`src/rtl/mrr_pkg.sv`:
```
// Shared types and constants for the multi-reader record ring.
// No dependencies.
`timescale 1ns / 1ps
package mrr_pkg;

	localparam int RING_WORDS_DEF  = 1024;
	localparam int MAX_READERS_DEF = 8;
	localparam int MAX_LEN_DEF     = 64;

	localparam int RING_SIZE_W = 11;
	localparam int NUM_RDR_W   = 4;
	localparam int ELEM_W      = 32;
	localparam int AGENT_W     = 3;
	localparam int LEN_W       = 7;
	localparam int CFG_IDX_W   = 1;

	// configuration register indexes
	typedef enum logic [CFG_IDX_W-1:0] {
		CFG_RING_SIZE   = 1'b0,
		CFG_NUM_READERS = 1'b1
	} cfg_reg_t;

	typedef enum logic [3:0] {
		ST_CLEAR,
		ST_IDLE,
		ST_DISPATCH,
		ST_EV_TEST,
		ST_EV_STEP,
		ST_WR_AGENT,
		ST_WR_LEN,
		ST_WR_ELEM,
		ST_RD_TEST,
		ST_RD_HDR,
		ST_RD_LEN,
		ST_RD_EL,
		ST_RD_EO,
		ST_NF
	} state_t;

	typedef enum logic [3:0] {
		OP_NONE,
		OP_LOAD,
		OP_CLEAR,
		OP_EV_TEST,
		OP_EV_STEP,
		OP_WR_AGENT,
		OP_WR_LEN,
		OP_WR_ELEM,
		OP_RD_TEST,
		OP_RD_HDR,
		OP_RD_LEN,
		OP_RD_EL,
		OP_RD_EO,
		OP_NF
	} op_t;

	typedef struct packed {
		op_t op;
	} cmd_t;

	typedef struct packed {
		logic cfg_hit;
		logic clr_done;
		logic is_write;
		logic is_first;
		logic rd_bad;
		logic ev_done;
		logic ev_need;
		logic rd_end;
		logic giveup;
		logic own;
		logic hl_zero;
		logic cnt_last;
	} stat_t;

endpackage

```
`src/rtl/mrr_ctrl.sv`:
```
// Controller state machine of the record ring.
// Depends on mrr_pkg.
`timescale 1ns / 1ps
module mrr_ctrl (
	input  logic          clk,
	input  logic          arst_n,
	input  logic          start,
	input  mrr_pkg::stat_t stat,
	output mrr_pkg::cmd_t  cmd,
	output logic          busy
);
	import mrr_pkg::*;

	state_t state_q, state_d;

	always_ff @(posedge clk or negedge arst_n) begin
		if (!arst_n) begin
			state_q <= ST_CLEAR;
		end else begin
			state_q <= state_d;
		end
	end

	// next state
	always_comb begin
		state_d = state_q;
		case (state_q)
			ST_CLEAR:    if (stat.clr_done) state_d = ST_IDLE;
			ST_IDLE:     if (start) state_d = ST_DISPATCH;
			ST_DISPATCH: begin
				if (stat.is_write) state_d = stat.is_first ? ST_EV_TEST : ST_WR_ELEM;
				else               state_d = stat.rd_bad ? ST_NF : ST_RD_TEST;
			end
			ST_EV_TEST: begin
				if (stat.ev_done)      state_d = ST_WR_AGENT;
				else if (stat.ev_need) state_d = ST_EV_STEP;
			end
			ST_EV_STEP:  state_d = ST_EV_TEST;
			ST_WR_AGENT: state_d = ST_WR_LEN;
			ST_WR_LEN:   state_d = ST_WR_ELEM;
			ST_WR_ELEM:  state_d = ST_IDLE;
			ST_RD_TEST:  state_d = (stat.rd_end || stat.giveup) ? ST_NF : ST_RD_HDR;
			ST_RD_HDR:   state_d = ST_RD_LEN;
			ST_RD_LEN: begin
				if (stat.own)          state_d = ST_RD_TEST;
				else if (stat.hl_zero) state_d = ST_IDLE;
				else                   state_d = ST_RD_EL;
			end
			ST_RD_EL:    state_d = ST_RD_EO;
			ST_RD_EO:    if (stat.cnt_last) state_d = ST_IDLE;
			ST_NF:       state_d = ST_IDLE;
			default:     state_d = ST_CLEAR;
		endcase
		// a register write restarts the clearing pass
		if (stat.cfg_hit) state_d = ST_CLEAR;
	end

	// command outputs
	always_comb begin
		cmd.op = OP_NONE;
		busy   = 1'b1;
		case (state_q)
			ST_CLEAR:    cmd.op = OP_CLEAR;
			ST_IDLE: begin
				busy = 1'b0;
				if (start) cmd.op = OP_LOAD;
			end
			ST_DISPATCH: cmd.op = OP_NONE;
			ST_EV_TEST:  cmd.op = OP_EV_TEST;
			ST_EV_STEP:  cmd.op = OP_EV_STEP;
			ST_WR_AGENT: cmd.op = OP_WR_AGENT;
			ST_WR_LEN:   cmd.op = OP_WR_LEN;
			ST_WR_ELEM:  cmd.op = OP_WR_ELEM;
			ST_RD_TEST:  cmd.op = OP_RD_TEST;
			ST_RD_HDR:   cmd.op = OP_RD_HDR;
			ST_RD_LEN:   cmd.op = OP_RD_LEN;
			ST_RD_EL:    cmd.op = OP_RD_EL;
			ST_RD_EO:    cmd.op = OP_RD_EO;
			ST_NF:       cmd.op = OP_NF;
			default:     cmd.op = OP_NONE;
		endcase
	end
endmodule

```
`config.mk`:
```
export PLATFORM = sky130hd
export DESIGN_NAME = mrr_ctrl
export DESIGN_NICKNAME = d
export VERILOG_FILES = /design/src/rtl/mrr_pkg.sv /design/src/rtl/mrr_ctrl.sv
export SDC_FILE = /design/constraint.sdc
export NUM_CORES = 1
export LEC_CHECK = 0
export BUFFER_PORTS_ARGS = -buffer_cell sky130_fd_sc_hd__buf_4
export CORE_AREA = 8 8 45 47
export CTS_BUF_LIST = sky130_fd_sc_hd__clkbuf_8
export DETAILED_ROUTE_END_ITERATION = 12
export DIE_AREA = 0 0 53 55
export SLEW_MARGIN = 20
export SYNTH_ARGS = -nofsm -noshare
export SYNTH_HDL_FRONTEND = slang
export SYNTH_SLANG_ARGS = --single-unit
```
`constraint.sdc`:
```
create_clock -name clk -period 3.7 [get_ports clk]
set_input_delay 0.185 -clock clk [delete_from_list [all_inputs] [get_ports clk]]
set_output_delay 0.185 -clock clk [all_outputs]
set_load 0.01 [all_outputs]
```
After elaboration in Yosys (flattened, before gate mapping)
Cells that the tools add are included.

Register bits after elaboration: 4. Bits of input ports: 15.

Equal/unequal tests: 17. Reduce and logical (&&, ||, !) cells: 4. Mux-type cells: 16.

Operators by type and width (count): 4-bit case mux with 13 select lines (2); 4-bit two-way mux (9); 4-bit == test (second input constant) (6); 4-bit by 3-bit == test with 1-bit output (second input constant) (4); 3-bit two-way mux (3); 3-bit inequality test (second input constant) (3); 4-bit by 2-bit == test with 1-bit output (second input constant) (2); 4-bit by 1-bit == test with 1-bit output (second input constant) (1); 4-bit zero test (1); 4-bit inequality test (second input constant) (1); 4-bit AND reduction (1); 1-bit two-way mux (2); 2-bit OR reduction (1); 1-bit logical OR (1).

Longest topological paths before layout
Word-level depth: 4. Gate-level depth with buffers: 6.

Least setup slack after synthesis
Ideal clock, no wire load.

Path type: register to register. From: register state_q[2]. To: register state_q[1]. Clock period less this slack: 1.416 ns. Cell stages (with the launch flop): 7. Arrival time: 1.296 ns. Setup slack: 2.284 ns. Data required time: 3.579 ns. Setup time: 0.121 ns. Path through: dfrtp_1 > buf_6 > or3_4 > a211oi_4 > a21oi_1 > nand3_1 > a21oi_1.

Word-level cells in the longest chain between the ends: 4. Elaborated cells between the ends (all ways): 22. Those cells by class: eq/ne: 17; mux: 2; reduce/logical: 3.

RTL lines: from (decl) (line mrr_ctrl.sv:14) `state_t state_q, state_d;`; from (signal assigned) (line mrr_ctrl.sv:20) `state_q <= state_d;`; 4-bit == test / 4-bit by 3-bit == test with 1-bit output (equally long branches) (line mrr_ctrl.sv:27) `case (state_q)`; 2-bit OR reduction (no source line); 4-bit case mux with 13 select lines (line mrr_ctrl.sv:27); 4-bit two-way mux (line mrr_ctrl.sv:55) `if (stat.cfg_hit) state_d = ST_CLEAR;`.

Parallel ways exist; a longest one is shown, timed or not. A chain may end at the register's enable or synchronous reset.

Final worst setup path
From: register state_q[3]. To: register state_q[1].

The elaborated chain is that of the path after synthesis.

==> run_results.csv <==
group,metric,value,unit
run_status,outcome,"finished clean",
timing,finalSetupViolCount,0,
die,core,1384,um^2
detailed_routing,first_pass_iters,4,
layout,fillers,144,
cts,post_cts_buffers,0,
yosys,yosysWarningCount,0,
global_routing,grt_overflow,0,
critical_path,cp.arrival,1.79,ns
timing,max_slew_margin,62.25,%
layout,regArea,100.1,um^2
global_routing,grt_max_degree,21,
critical_path,worst-path-max-fanout,20,
yosys,synthDistinctLibCells,26,
die,initial_core_util,34.36,%
layout,regMostFlops,"state_q",
layout,largest_reg_flops,4,
pwr,p_leak,0.2523,nW
flow_run,maxCapViolCount,0,
layout,layout_common_cells,"buf_4 (19), a21oi_1 (8), nor2_1 (7)",
layout,layout.cells.most_common,"buf_4",
yosys,synth_nets,77,
yosys,synth-seq-cells,4,
critical_path,crit_family,"simple AND/OR/NAND/NOR gates",
die,ios,20,
yosys,avgSynthCellArea,7.669,um^2
timing,whs,0.1529,ns
worst_hold_path,hp-class,"in -> reg",
place,dp_hpwl,928.2,um
timing,fin_skew,0.001681,ns
timing,max_freq,590.5,MHz
layout,layout-drive-gt1-share,32.91,%
cts,cts_hold_buf,1,
yosys,synthAdderAreaFrac,0,%
pwr,cellPowerDensity,754.7,nW/um^2
critical_path,critical_path.most_common_cell,"a21oi_1",
place,gp_congestion,0.7853,
yosys,synth_compound_area_share,35.26,%
yosys,synth_top_family_by_area,"compound AO/OA/AOI/OAI gates",
critical_path,crit_start,"state_q[3]",
critical_path,crit_buf_inv,0,
place,pre_cts_ws,2.005,ns
detailed_routing,drc_errors,0,
detailed_routing,drtAntennaViolNets,0,
die,die_w,53,um
critical_path,critPathMaxStageDelay,0.57,ns
cts,clockBufferDepth,2,
layout,antenna_cells,0,
detailed_routing,vias_per_cell,5.347,
cts,cts_sinks,4,
cts,clkTransAtPathRegs,0.03,ns
yosys,netlist_instances,62,
timing,rsz0062_at_grt,"false",
cts,clk_latency,0.21,ns
timing,fin_crit_sh,45.77,%
timing,worst_slew_pin_slew,0.5662,ns
cts,cts_buffers,3,
yosys,synthMuxAreaShare,0,%
critical_path,end_kind,"flop",
cts,ctsResizeCount,0,
yosys,synthesis.area,475.5,um^2
layout,reg_top3,"state_q x4",
timing,fin_ws,2.006,ns
timing,finalSetupTns,0,ns
critical_path,cp_slowest_cell,"dfrtp_1",
critical_path,required,3.80,ns
layout,synthToLayoutAreaGrowth,32.37,%
global_routing,antenna_found_initial,0,
yosys,ys_seq_area_share,21.05,%
detailed_routing,wl_per_cell,13.35,um
global_routing,grt_util_all_layers,9.111,%
detailed_routing,vias,508,
die,die_h,55,um
layout,fin_util,45.48,%
critical_path,criticalPathCategory,"reg -> reg",
critical_path,cp-start-kind,"flop",
pwr,peakVddDrop,0.3267,mV
global_routing,grt_pass1_vias,479,
yosys,synthXorXnorAreaFrac,0,%
die,die_area,2915,um^2
yosys,synth-simple-area-share,30.26,%
layout,nets,96,
critical_path,r2r_start,"state_q[3]",
place,port_buffers,19,
critical_path,crit_chain,"or3_4 > a211oi_4 > a21oi_1 > nand3_1 > a21oi_1",
cts,root_buffer,"clkbuf_8",
timing,slew_viol_final,0,
timing,finalHoldViolCount,0,
layout,multi_input_area,311.5,um^2
die,rows,14,
detailed_routing,drt-total-wl,1268,um
cts,cts_tree,"done",
timing,min_period,1.694,ns
worst_hold_path,hp-start,"stat[11]",
global_routing,grt_pass1_wl,2021,um
detailed_routing,drtIter0Drc,13,
cts,htree_levels,1,
==> final timing paths <==
check                           slack (ns)  cells past startpoint    endpoint
max in group asynchronous             3.30                      2  state_q[2]
worst min register to register        0.79                      2  state_q[1]
min in group asynchronous             0.30                      2  state_q[1]
worst max register to register        2.01                      5  state_q[1]
worst max-delay path                  2.01                      5  state_q[1]
worst min-delay path                  0.15                      2  state_q[1]
==> layout make-up <==
cell class | count | share of cell area [%]
multi-input combinational | 51 | 49.50
tap | 16 | 3.181
clock buffer | 3 | 6.561
timing repair buffer | 20 | 24.25
sequential | 4 | 15.90
inverter | 1 | 0.5964
==> synth_stat cells <==
library cell	instances	share of area, %
or3_4	1	2.4
dfrtp_1	4	21
nor3b_1	2	3.2
nand4b_1	1	1.8
o22ai_1	1	1.3
a32oi_1	1	1.8
nand2_2	1	1.3
o211ai_1	2	3.2
a211oi_4	1	4.2
o31ai_1	1	1.6
nand3b_1	3	4.7
o221ai_1	1	1.8
inv_2	1	0.79
buf_6	5	12
nor2_1	7	5.5
nand2b_1	2	2.6
o311ai_0	1	1.8
a22oi_1	1	1.6
nor3_1	2	2.1
nand2_1	3	2.4
a21boi_0	1	1.6
o21ai_0	6	6.3
nand3_1	4	4.2
clkbuf_1	1	0.79
o21a_1	1	1.6
a21oi_1	8	8.4
==> power breakdown <==
| group | switching (mW) | internal, mW |
|---|---|---|
| clock network | 0.0215 | 0.0693 |
| registers | 0.0733 | 0.0602 |
| logic | 0.116 | 0.134 |
| total | 0.211 | 0.264 |
==> cell families after synthesis <==
logic type             Yosys count
flip-flops                       4
AO/OA/AOI/OAI                   25
buffers and inverters            7
AND/OR/NAND/NOR                 26
==> per-layer routing <==
| metal | vias to the layer above | track usage [%] | wire length (um) |
|---|---|---|---|
| li1 | 264 | - | - |
| met1 | 229 | 11.85 | 587 |
| met2 | 15 | 13.48 | 590 |
| met3 | 0 | 2.139 | 89 |
| met4 | 0 | 5.172 | 0 |
| met5 | - | 0 | 0 |
==> metrics by stage <==
stage | instance area [um^2] | power, mW | std cells
floorplan | 475.5 | 0.3328 | 62
global placement | 578.1 | 0.3882 | 91
detailed placement | 578.1 | 0.3864 | 91
CTS | 629.4 | 0.4802 | 95
global route | 629.4 | 0.5229 | 95
finish | 629.4 | 0.4750 | 95
(Power assumes the default switching activity.)
